===== src/design/thcd_pkg.sv =====
// Shared types and constants for the deadband thermostat core.
// Used by the core and its port checker; no dependencies.
`default_nettype none
package thcd_pkg;

	localparam int NUM_BUTTONS     = 4;
	localparam int HOLD_COUNT_BITS = 9;
	localparam int DEB_W           = 8;
	localparam int DBAND_W         = 7;
	localparam int SP_W            = 7;
	localparam int CMD_W           = 3;
	localparam int TEMP_W          = 13;
	localparam int CFG_IDX_W       = 2;
	localparam int CFG_DATA_W      = 8;

	localparam int BTN_DOWN = 0;
	localparam int BTN_UP   = 1;
	localparam int BTN_MODE = 2;
	localparam int BTN_FAN  = 3;

	typedef enum logic [1:0] {
		MODE_OFF  = 2'd0,
		MODE_HEAT = 2'd1,
		MODE_COOL = 2'd2
	} mode_t;

	typedef enum logic [CMD_W-1:0] {
		CMD_NONE        = 3'd0,
		CMD_PRESET_HEAT = 3'd1,
		CMD_PRESET_COOL = 3'd2,
		CMD_PRESET_OFF  = 3'd3,
		CMD_STEP        = 3'd4
	} remote_cmd_t;

	typedef enum logic [CFG_IDX_W-1:0] {
		CFG_DEBOUNCE = 2'd0,
		CFG_DEADBAND = 2'd1,
		CFG_SP_MIN   = 2'd2,
		CFG_SP_MAX   = 2'd3
	} cfg_idx_t;

	localparam logic [DEB_W-1:0]   DEBOUNCE_RST = 8'd50;
	localparam logic [DBAND_W-1:0] DEADBAND_RST = 7'd10;
	localparam logic [SP_W-1:0]    SP_MIN_RST   = 7'd40;
	localparam logic [SP_W-1:0]    SP_MAX_RST   = 7'd99;
	localparam logic [SP_W-1:0]    SP_RST       = 7'd75;
	localparam logic [SP_W-1:0]    PRESET_HEAT  = 7'd80;
	localparam logic [SP_W-1:0]    PRESET_COOL  = 7'd68;
	localparam logic [SP_W-1:0]    PRESET_OFF   = 7'd75;

	function automatic mode_t next_mode(input mode_t m);
		case (m)
			MODE_OFF:  next_mode = MODE_HEAT;
			MODE_HEAT: next_mode = MODE_COOL;
			default:   next_mode = MODE_OFF;
		endcase
	endfunction

endpackage
`default_nettype wire


===== src/design/thermostat_controller_deadband_core.sv =====
// Deadband thermostat core: button debounce, setpoint/mode/fan state and relay drive.
// Depends on thcd_pkg.
//
// Usage:
//   Input channel (in_valid/in_stall) carries one word per 1 ms tick: four raw
//   button levels (pressed when low), a remote command and the temperature in
//   tenths of a degree F. Output channel (out_valid/out_stall) returns one word
//   per input word: relay drives plus current setpoint, mode and forced fan.
//   Configuration writes (cfg_valid/cfg_ready, cfg_index, cfg_data) are always
//   ready and take effect at once; write only while the core is idle.
//   Path: input register, then result register. Throughput: one word per cycle
//   while the output is not stalled; all state updates happen in the single step
//   between the input register and the result register.
//   Reset: state and config registers return to defaults (setpoint 75 F, mode off,
//   fan auto, debounce 50 ticks, deadband 1.0 F, limits 40..99 F); no words in flight.
//   Stall: a stalled output word holds; an occupied input register then holds and
//   in_stall rises, while the output register can still take a word in the
//   cycle it is drained.
`default_nettype none
module thermostat_controller_deadband_core (
	input  wire                               clk,
	input  wire                               arst_n,
	input  wire                               cfg_valid,
	output logic                              cfg_ready,
	input  wire  [thcd_pkg::CFG_IDX_W-1:0]    cfg_index,
	input  wire  [thcd_pkg::CFG_DATA_W-1:0]   cfg_data,
	input  wire                               in_valid,
	output logic                              in_stall,
	input  wire                               btn_down_level,
	input  wire                               btn_up_level,
	input  wire                               btn_mode_level,
	input  wire                               btn_fan_level,
	input  wire  [thcd_pkg::CMD_W-1:0]        remote_cmd,
	input  wire  signed [thcd_pkg::TEMP_W-1:0] temp_tenths_f,
	output logic                              out_valid,
	input  wire                               out_stall,
	output logic                              heater_drive,
	output logic                              cooler_drive,
	output logic                              fan_drive,
	output logic [thcd_pkg::SP_W-1:0]         setpoint_now,
	output logic [1:0]                        mode_now,
	output logic                              fan_forced_now
);
	import thcd_pkg::*;

	logic [DEB_W-1:0]   debounce_q;
	logic [DBAND_W-1:0] deadband_q;
	logic [SP_W-1:0]    sp_min_q;
	logic [SP_W-1:0]    sp_max_q;

	logic [NUM_BUTTONS-1:0]     last_q;
	logic [NUM_BUTTONS-1:0]     stable_q;
	logic [HOLD_COUNT_BITS-1:0] cnt_q [NUM_BUTTONS];
	logic [SP_W-1:0]            sp_q;
	mode_t                      mode_q;
	logic                       fan_forced_q;

	logic                     valid_s1;
	logic [NUM_BUTTONS-1:0]   lvl_s1;
	logic [CMD_W-1:0]         cmd_s1;
	logic signed [TEMP_W-1:0] temp_s1;

	logic            out_valid_q;
	logic            heater_q;
	logic            cooler_q;
	logic            fan_q;
	logic [SP_W-1:0] sp_out_q;
	mode_t           mode_out_q;
	logic            fan_forced_out_q;

	logic                       advance;
	logic [NUM_BUTTONS-1:0]     stable_n;
	logic [NUM_BUTTONS-1:0]     press;
	logic [HOLD_COUNT_BITS-1:0] cnt_n [NUM_BUTTONS];
	logic [SP_W-1:0]            sp_a;
	logic [SP_W-1:0]            sp_n;
	mode_t                      mode_b;
	mode_t                      mode_n;
	logic                       fan_b;
	logic                       fan_forced_n;
	logic [10:0]                target;
	logic signed [TEMP_W:0]     t_plus;
	logic signed [TEMP_W:0]     t_minus;
	logic signed [TEMP_W:0]     target_s;
	logic                       heat_n;
	logic                       cool_n;
	logic                       fan_n;

	function automatic logic [SP_W-1:0] move_sp(input logic [SP_W-1:0] sp,
			input logic up, input logic [SP_W-1:0] lo, input logic [SP_W-1:0] hi);
		logic signed [SP_W+1:0] v;
		v = $signed({2'b00, sp}) + (up ? (SP_W+2)'(1) : -(SP_W+2)'(1));
		if (v < $signed({2'b00, lo}))
			v = $signed({2'b00, lo});
		if (v > $signed({2'b00, hi}))
			v = $signed({2'b00, hi});
		move_sp = v[SP_W-1:0];
	endfunction

	assign cfg_ready = 1'b1;
	assign advance   = valid_s1 && (!out_valid_q || !out_stall);
	assign in_stall  = valid_s1 && !advance;

	always_comb begin
		for (int i = 0; i < NUM_BUTTONS; i++) begin
			if (lvl_s1[i] != last_q[i])
				cnt_n[i] = '0;
			else if (cnt_q[i] == '1)
				cnt_n[i] = cnt_q[i];
			else
				cnt_n[i] = cnt_q[i] + HOLD_COUNT_BITS'(1);
			if (cnt_n[i] > {{(HOLD_COUNT_BITS-DEB_W){1'b0}}, debounce_q}
					&& lvl_s1[i] != stable_q[i]) begin
				stable_n[i] = lvl_s1[i];
				press[i]    = !lvl_s1[i];
			end else begin
				stable_n[i] = stable_q[i];
				press[i]    = 1'b0;
			end
		end

		sp_a   = press[BTN_DOWN] ? move_sp(sp_q, 1'b0, sp_min_q, sp_max_q) : sp_q;
		sp_n   = press[BTN_UP] ? move_sp(sp_a, 1'b1, sp_min_q, sp_max_q) : sp_a;
		mode_b = press[BTN_MODE] ? next_mode(mode_q) : mode_q;
		fan_b  = fan_forced_q ^ press[BTN_FAN];
		mode_n = mode_b;
		fan_forced_n = fan_b;

		case (cmd_s1)
			CMD_NONE: begin
			end
			CMD_PRESET_HEAT: begin
				sp_n = PRESET_HEAT;
				mode_n = MODE_HEAT;
				fan_forced_n = 1'b0;
			end
			CMD_PRESET_COOL: begin
				sp_n = PRESET_COOL;
				mode_n = MODE_COOL;
				fan_forced_n = 1'b0;
			end
			CMD_PRESET_OFF: begin
				sp_n = PRESET_OFF;
				mode_n = MODE_OFF;
				fan_forced_n = 1'b0;
			end
			default: begin
				mode_n = next_mode(mode_b);
				fan_forced_n = !fan_b;
			end
		endcase

		target   = {1'b0, sp_n, 3'b000} + {3'b000, sp_n, 1'b0};
		target_s = $signed({3'b000, target});
		t_plus   = $signed({temp_s1[TEMP_W-1], temp_s1}) + $signed({7'b0, deadband_q});
		t_minus  = $signed({temp_s1[TEMP_W-1], temp_s1}) - $signed({7'b0, deadband_q});
		heat_n = 1'b0;
		cool_n = 1'b0;
		fan_n  = 1'b0;
		case (mode_n)
			MODE_HEAT: begin
				heat_n = t_plus < target_s;
				fan_n  = heat_n || fan_forced_n;
			end
			MODE_COOL: begin
				cool_n = t_minus > target_s;
				fan_n  = cool_n || fan_forced_n;
			end
			default: begin
			end
		endcase
	end

	always_ff @(posedge clk or negedge arst_n) begin
		if (!arst_n) begin
			debounce_q <= DEBOUNCE_RST;
			deadband_q <= DEADBAND_RST;
			sp_min_q   <= SP_MIN_RST;
			sp_max_q   <= SP_MAX_RST;
		end else if (cfg_valid && cfg_ready) begin
			case (cfg_index)
				CFG_DEBOUNCE: debounce_q <= cfg_data[DEB_W-1:0];
				CFG_DEADBAND: deadband_q <= cfg_data[DBAND_W-1:0];
				CFG_SP_MIN:   sp_min_q   <= cfg_data[SP_W-1:0];
				CFG_SP_MAX:   sp_max_q   <= cfg_data[SP_W-1:0];
				default: begin
				end
			endcase
		end
	end

	always_ff @(posedge clk or negedge arst_n) begin
		if (!arst_n) begin
			last_q       <= '0;
			stable_q     <= '0;
			sp_q         <= SP_RST;
			mode_q       <= MODE_OFF;
			fan_forced_q <= 1'b0;
			for (int i = 0; i < NUM_BUTTONS; i++)
				cnt_q[i] <= '0;
		end else if (advance) begin
			last_q       <= lvl_s1;
			stable_q     <= stable_n;
			sp_q         <= sp_n;
			mode_q       <= mode_n;
			fan_forced_q <= fan_forced_n;
			for (int i = 0; i < NUM_BUTTONS; i++)
				cnt_q[i] <= cnt_n[i];
		end
	end

	always_ff @(posedge clk or negedge arst_n) begin
		if (!arst_n) begin
			valid_s1    <= 1'b0;
			out_valid_q <= 1'b0;
		end else begin
			if (!in_stall)
				valid_s1 <= in_valid;
			if (advance)
				out_valid_q <= 1'b1;
			else if (!out_stall)
				out_valid_q <= 1'b0;
		end
	end

	always_ff @(posedge clk) begin
		if (in_valid && !in_stall) begin
			lvl_s1  <= {btn_fan_level, btn_mode_level, btn_up_level, btn_down_level};
			cmd_s1  <= remote_cmd;
			temp_s1 <= temp_tenths_f;
		end
		if (advance) begin
			heater_q         <= heat_n;
			cooler_q         <= cool_n;
			fan_q            <= fan_n;
			sp_out_q         <= sp_n;
			mode_out_q       <= mode_n;
			fan_forced_out_q <= fan_forced_n;
		end
	end

	assign out_valid      = out_valid_q;
	assign heater_drive   = heater_q;
	assign cooler_drive   = cooler_q;
	assign fan_drive      = fan_q;
	assign setpoint_now   = sp_out_q;
	assign mode_now       = mode_out_q;
	assign fan_forced_now = fan_forced_out_q;

endmodule
`default_nettype wire


===== config.mk =====
export PLATFORM = sky130hd
export DESIGN_NAME = thermostat_controller_deadband_core
export DESIGN_NICKNAME = d
export VERILOG_FILES = /design/src/design/thcd_pkg.sv /design/src/design/thermostat_controller_deadband_core.sv
export SDC_FILE = /design/constraint.sdc
export NUM_CORES = 1
export LEC_CHECK = 0
export BUFFER_PORTS_ARGS = -buffer_cell sky130_fd_sc_hd__buf_2
export CAP_MARGIN = 30
export CORE_ASPECT_RATIO = 0.5
export CORE_MARGIN = 5
export CORE_UTILIZATION = 55
export DETAILED_ROUTE_END_ITERATION = 10
export HOLD_SLACK_MARGIN = 0.12
export PLACE_DENSITY = 0.75
export SLEW_MARGIN = 20
export SYNTH_ARGS = -nofsm -noshare
export SYNTH_HDL_FRONTEND = slang
export SYNTH_SLANG_ARGS = --single-unit

===== constraint.sdc =====
create_clock -name clk -period 11.8 [get_ports clk]
set_clock_uncertainty 0.05 [all_clocks]
set_input_delay 1.18 -clock clk [delete_from_list [all_inputs] [get_ports clk]]
set_output_delay 1.18 -clock clk [all_outputs]
set_load 0.05 [all_outputs]

==> flow_metrics.env, run 1 <==
export IMPL_final_core_util=0.669
export IMPL_die_w_um=195
export IMPL_cts_sinks=118
export IMPL_crit_end="fan_drive$_SDFFCE_PN0P_"
export IMPL_hpwl_um=19300
export IMPL_grtUsageMet1=0.353
export IMPL_hold_path_class="register to register"
export IMPL_rr_endpoint="fan_drive$_SDFFCE_PN0P_"
export IMPL_wl_um=25800
export IMPL_grt_busiest_layer="met2"
export IMPL_rows=33
export IMPL_fin_crit_ps=11570
export IMPL_ir_drop_uv=139
export IMPL_antenna_found_initial=0
export IMPL_io_buffers=49
export IMPL_h_tree_depth=4
export IMPL_synth_compound_area_frac=0.183
export IMPL_crit_type="register to register"
export IMPL_synthMuxAreaShare=0.0578
export IMPL_hold_violations=0
export IMPL_total_power_mw=2.49
export IMPL_drt_iter0_drc=696
export IMPL_wl_per_cell_um=18.9
export IMPL_synth_top_family_by_area="simple AND/OR/NAND/NOR gates"
export IMPL_finalNetCount=1261
export IMPL_syn_area_sq_mm=0.00937
export IMPL_yosysUniqueCellTypes=79
export IMPL_synth_top_flop_cell="dfrtp_1"
export IMPL_p_comb_frac=0.567
export IMPL_critPathMaxFanout=6
export IMPL_yosysSeqAreaShare=0.335
export IMPL_n_fill_cell=1339
export IMPL_period_share=0.981
export IMPL_maxSlewHeadroom=0.437
export IMPL_r2r_worst_path_cells=54
export IMPL_grt_use_total=0.256
export IMPL_grt_first_pass_wirelength_um=40500
export IMPL_vias=8200
export IMPL_use_met2=0.422
export IMPL_ios=51
export IMPL_core_area_sq_mm=0.0166
export IMPL_use_met3=0.0547
export IMPL_clkPwrFrac=0.208
export IMPL_worstPathArrival_ps=11660
export IMPL_cts_hold_buffers=0
export IMPL_drive_above_1_share=0.234
export IMPL_p_int_mw=1.42
export IMPL_cts_root_buf="clkbuf_16"
export IMPL_switching_share=0.431
export IMPL_powerDensity_mw_per_mm2=225
export IMPL_antenna_cells=0
export IMPL_dieHeight_um=102
export IMPL_syn_inst=1036
export IMPL_tritoncts="yes"
export IMPL_synth_fa_ha_area_frac=0.137
export IMPL_synth_seq_cells=118
export IMPL_async_reset_ff_frac=0.720
export IMPL_startpoint_type="register"
export IMPL_fmax_ghz=0.0864
export IMPL_area_growth_pct=18.3
export IMPL_drt_pass1_iterations=7
export IMPL_required_ps=11890
export IMPL_clkTransAtPathRegs_ps=70
export IMPL_drc=0
export IMPL_yosys_warnings=0
export IMPL_cp_end_kind="register"
export IMPL_synth_edf_count=33
export IMPL_r2r_slack_ps=230
export IMPL_switchingPower_mw=1.07
export IMPL_grt_max_degree=74
export IMPL_power_frac_seq=0.224
export IMPL_max_stage_delay_ps=480
export IMPL_synth_fp_nets=1172
export IMPL_gp_congestion=0.984
export IMPL_initial_utilization=0.566
export IMPL_antenna_left=0
export IMPL_avgViaCountPerCell=6.01
export IMPL_synth_xor_area_frac=0.0542
export IMPL_avgSynthCellArea_sq_um=9.05
export IMPL_max_cap_violations=0
export IMPL_tightest_slew_ps=841
export IMPL_die_area_sq_mm=0.0199
export IMPL_overflow=0
export IMPL_cp_slowest_cell="or4b_4"
export IMPL_setup_viol=0
export IMPL_grt_pass1_vias=7790
export IMPL_power_leakage_nw=4.99
export IMPL_timing_rr_start="sp_q[0]$_DFFE_PN1P_"
export IMPL_clockBufferDepth=2
export IMPL_slew_violations=0
export IMPL_cts_buffers=17
export IMPL_synth_simple_area_share=0.193
export IMPL_holdWs_ps=458
export IMPL_crit_start="sp_q[0]$_DFFE_PN1P_"
export IMPL_clk_latency_ps=430
export IMPL_status="finished, final reports clean"
==> worst min-delay path by stage <==
stage	startpoint	slack, ps	depth (start not counted)	to
2_1_floorplan	valid_s1$_DFFE_PN0N_	410	1	out_valid$_DFFE_PN0P_
3_3_place_gp	last_q[1]$_DFFE_PN0P_	430	2	last_q[1]$_DFFE_PN0P_
3_5_place_dp	last_q[1]$_DFFE_PN0P_	440	2	last_q[1]$_DFFE_PN0P_
4_1_cts	last_q[1]$_DFFE_PN0P_	450	2	last_q[1]$_DFFE_PN0P_
5_1_grt	stable_q[2]$_DFFE_PN0P_	490	1	stable_q[2]$_DFFE_PN0P_
6_report	stable_q[2]$_DFFE_PN0P_	460	1	stable_q[2]$_DFFE_PN0P_
==> sequential cells by signal, summed over array words and instances (netlist names), 2 cells and up <==
name / count
stable_q: 4
setpoint_now: 7
mode_q: 2
sp_max_q: 7
sp_q: 7
temp_s1: 13
mode_now: 2
lvl_s1: 4
cmd_s1: 3
sp_min_q: 7
cnt_q: 36
deadband_q: 7
debounce_q: 8
last_q: 4
==> cell usage after synthesis, types with 4 or more instances <==
cell      instances  share of area
and3_1           19          0.013
ha_1             98           0.13
nand3_1          36          0.019
a21boi_0          4         0.0032
xor2_1           35          0.033
o21bai_1          8         0.0064
a31oi_1          11         0.0073
nand4_1          22          0.015
a21oi_1          51          0.027
or3_1             5         0.0033
clkbuf_1         24         0.0096
nand2b_1         25          0.017
a31o_2            4         0.0037
o22ai_1           4         0.0027
inv_1            61          0.024
o31ai_1          16          0.013
mux2_2           41          0.049
or2_2             6         0.0040
o211ai_1         10         0.0080
o31a_1            4         0.0037
nor3_1           20          0.011
and2_1           11         0.0073
dfstp_2          15          0.042
nand2_1         118          0.047
nand3b_1          7         0.0056
nor2_1           62          0.025
mux2i_1           8         0.0085
xnor2_1          23          0.021
dfrtp_1          70           0.19
a211o_1           4         0.0037
a21o_1           12         0.0096
a211oi_1         10         0.0080
edfxtp_1         33           0.11
nor2b_1          14         0.0093
o21a_1            9         0.0072
o21ai_0          61          0.033
==> through the flow <==
stage	setup TNS, ps	instances	area (sq um)	setup WS [ps]
after floorplan	0	1036	9370	183
after global placement	0	1311	10000	240
after detailed placement	0	1313	10000	8.27
after CTS	0	1345	10600	43.7
after global routing	-874	1365	11100	-354
final	0	1365	11100	229
==> worst max-delay path: cells and delay by family, from the launching register on <==
family                   cells  cell delay (ps)
AO/OA/AOI/OAI               29             5170
adder cells (fa/ha/maj)      9             2470
AND/OR/NAND/NOR              9             1980
buffers and inverters        5              770
XOR/XNOR                     2              440
flip-flops                   1              370
==> layout make-up <==
cell class / count / area [sq um] / share of cell area
clock inverters: 14 / 146 / 0.0132
multi-input cells: 825 / 6190 / 0.558
well taps: 227 / 284 / 0.0256
inverters: 61 / 229 / 0.0207
repair buffers: 102 / 671 / 0.0605
flip-flops and latches: 118 / 3140 / 0.283
clock buffers: 18 / 429 / 0.0387
==> power groups by stage <==
stage | registers [mW] | logic [mW] | clock network (mW)
2_1_floorplan | 0.561 | 0.833 | 0
3_3_place_gp | 0.561 | 1.16 | 0
3_5_place_dp | 0.563 | 1.18 | 0
4_1_cts | 0.557 | 1.19 | 0.524
5_1_grt | 0.567 | 1.56 | 0.547
6_report | 0.558 | 1.41 | 0.519
==> per-layer routing <==
metal,vias to the layer above,routed length (um),part of all wire
li1,3962,-,-
met1,3940,11900,0.46
met2,258,11900,0.46
met3,40,1620,0.063
met4,0,386,0.015
met5,-,0,0
==> cells in the final DEF (no fill, tap or decap), types with 15 or more instances in the layout <==
master,n
clkbuf_16,17
buf_2,49
nand4_1,22
and3_1,18
ha_1,87
o21ai_0,54
nand2_1,116
dfrtp_1,70
mux2_2,41
inv_1,59
buf_4,50
nor3_1,17
nand2b_1,25
a21oi_1,44
nor2_1,60
edfxtp_1,33
o31ai_1,16
xnor2_1,22
xor2_1,34
nand3_1,34
dfstp_2,15
==> repair_timing <==
action	in CTS	in global routing
gates resized for setup	1	68
cloned	0	0
buffers inserted	0	17
pin swaps	0	52
endpoints found under the setup margin	1	3
==> kinds of logic after synthesis <==
kind of cell	count (synthesis)
and+or+nand+nor	364
other	1
xor gates and xnor gates	58
muxes	49
DFF	118
adders and majority gates	101
buffers and inverters	93
AOI/OAI and AO/OA	252
(Power assumes the default switching activity.)
==> run 2, diff against run 1 <==
Settings changed: REMOVE_ABC_BUFFERS set to 1.
==> run 2 against run 1 <==
Effect of this change:
- power increased by 0.56%
- hold slack got worse by 2.3 ps
- setup slack improved by 170 ps
- critical path type unchanged
- largest cell class unchanged
==> flow_metrics.env, run 2 (synthesis results as in run 1) <==
export IMPL_use_met2=0.411
export IMPL_critPathMaxFanout=6
export IMPL_max_stage_delay_ps=560
export IMPL_grt_pass1_vias=7852
export IMPL_dp_slack_ps=-80.1
export IMPL_cp_slowest_cell="dfstp_2"
export IMPL_max_cap_violations=0
export IMPL_holdWs_ps=455
export IMPL_rows=33
export IMPL_die_w_um=195
export IMPL_cts_root_buf="clkbuf_16"
export IMPL_finalNetCount=1260
export IMPL_dieHeight_um=102
export IMPL_drt_iter0_drc=691
export IMPL_io_buffers=49
export IMPL_clk_latency_ps=430
export IMPL_fin_cells=1364
export IMPL_power_leakage_nw=4.95
export IMPL_status="finished, final reports clean"
export IMPL_fin_crit_ps=11400
export IMPL_final_common_cell="nand2_1"
export IMPL_worstPathArrival_ps=11500
export IMPL_cp_end_kind="register"
export IMPL_drt_pass1_iterations=7
export IMPL_area_growth_pct=17.5
export IMPL_grt_use_total=0.254
export IMPL_tightest_slew_ps=971
export IMPL_cts_buffers=17
export IMPL_top_regs="cnt_q (36), temp_s1 (13), debounce_q (8)"
export IMPL_hold_violations=0
export IMPL_wl_um=25500
export IMPL_avgViaCountPerCell=6.07
export IMPL_gp_congestion=1.06
export IMPL_grt_max_degree=66
export IMPL_vias=8284
export IMPL_fmax_ghz=0.0877
export IMPL_use_met3=0.0619
export IMPL_period_share=0.966
export IMPL_multiInputGateArea_sq_mm=0.00617
export IMPL_drc=0
export IMPL_core_area_sq_mm=0.0166
export IMPL_setup_ws_ps=397
export IMPL_grt_busiest_layer="met2"
export IMPL_placed_cells_incl_taps=1311
export IMPL_maxSlewHeadroom=0.348
export IMPL_antenna_found_initial=0
export IMPL_n_fill_cell=1311
export IMPL_slew_violations=0
export IMPL_h_tree_depth=4
export IMPL_powerDensity_mw_per_mm2=227
export IMPL_grt_first_pass_wirelength_um=40300
export IMPL_largest_register="cnt_q"
export IMPL_ios=51
export IMPL_overflow=0
export IMPL_initial_utilization=0.566
export IMPL_regArea_sq_mm=0.00314
export IMPL_final_core_util=0.665
export IMPL_antenna_cells=0
export IMPL_cts_sinks=118
export IMPL_hold_path_class="register to register"
export IMPL_startpoint_type="register"
export IMPL_clkTransAtPathRegs_ps=60
export IMPL_drive_above_1_share=0.231
export IMPL_wl_per_cell_um=18.7
export IMPL_clockBufferDepth=2
export IMPL_tritoncts="yes"
export IMPL_crit_type="register to register"
export IMPL_finalSetupTns_ps=0
export IMPL_hpwl_um=18800
export IMPL_ir_drop_uv=127
export IMPL_cts_hold_buffers=0
export IMPL_grtUsageMet1=0.343
export IMPL_antenna_left=0
export IMPL_die_area_sq_mm=0.0199
export IMPL_largest_reg_flops=36
export IMPL_required_ps=11890
export IMPL_setup_viol=0
export IMPL_mostFrequentLayoutCells="nand2_1, ha_1, dfrtp_1, nor2_1, inv_1"
## run 2: layer usage
layer  vias to the layer above  share of wire
met5                         -              0
met4                         0          0.020
met3                        50          0.063
met2                       280           0.46
met1                      3997           0.46
li1                       3957              -
## run 2: area by class of cell
cell class,count,area share
sequential,118,0.285
clock buffer,17,0.0386
clock inverter,15,0.00921
tap,227,0.0258
timing repair buffer,101,0.0597
multi-input combinational,825,0.561
inverter,61,0.0208
## run 2: worst paths after layout
kind / cells past startpoint / slack, ps / from / end
max: 59 / 400 / sp_q[1]$_DFFE_PN1P_ / fan_drive$_SDFFCE_PN0P_
min: 1 / 460 / stable_q[0]$_DFFE_PN0P_ / stable_q[0]$_DFFE_PN0P_
max reg2reg: 59 / 400 / sp_q[1]$_DFFE_PN1P_ / fan_drive$_SDFFCE_PN0P_
min reg2reg: 1 / 460 / stable_q[0]$_DFFE_PN0P_ / stable_q[0]$_DFFE_PN0P_
max in group asynchronous: 2 / 9990 / arst_n / sp_q[4]$_DFFE_PN0P_
min in group asynchronous: 1 / 610 / arst_n / cnt_q[24]$_DFFE_PN0P_
## run 2: power breakdown
part	internal (mW)	leakage [nW]	switching [mW]
logic	0.650	3.31	0.822
clock network	0.267	0.254	0.205
registers	0.493	1.39	0.0658
## run 2: what timing repair did
action                     4_1_cts  5_1_grt
gates cloned                     0        0
setup buffers                    5       15
setup endpoints to repair        2        3
resized for setup               11       57
pin swaps                        5       42
## run 2: through the flow
stage	area, sq um	total power [mW]
2_1_floorplan	9230	1.38
3_3_place_gp	9990	1.71
3_5_place_dp	10000	1.74
4_1_cts	10600	2.27
5_1_grt	11000	2.67
6_report	11000	2.50
## run 2: worst max-delay path: cells and delay by family, from the launching register on
family / cells / cell delay, ps
xor gates and xnor gates: 2 / 360
AOI/OAI and AO/OA: 33 / 5700
adders and majority gates: 9 / 2440
buffers and inverters: 6 / 770
and+or+nand+nor: 9 / 1260
DFF: 1 / 560
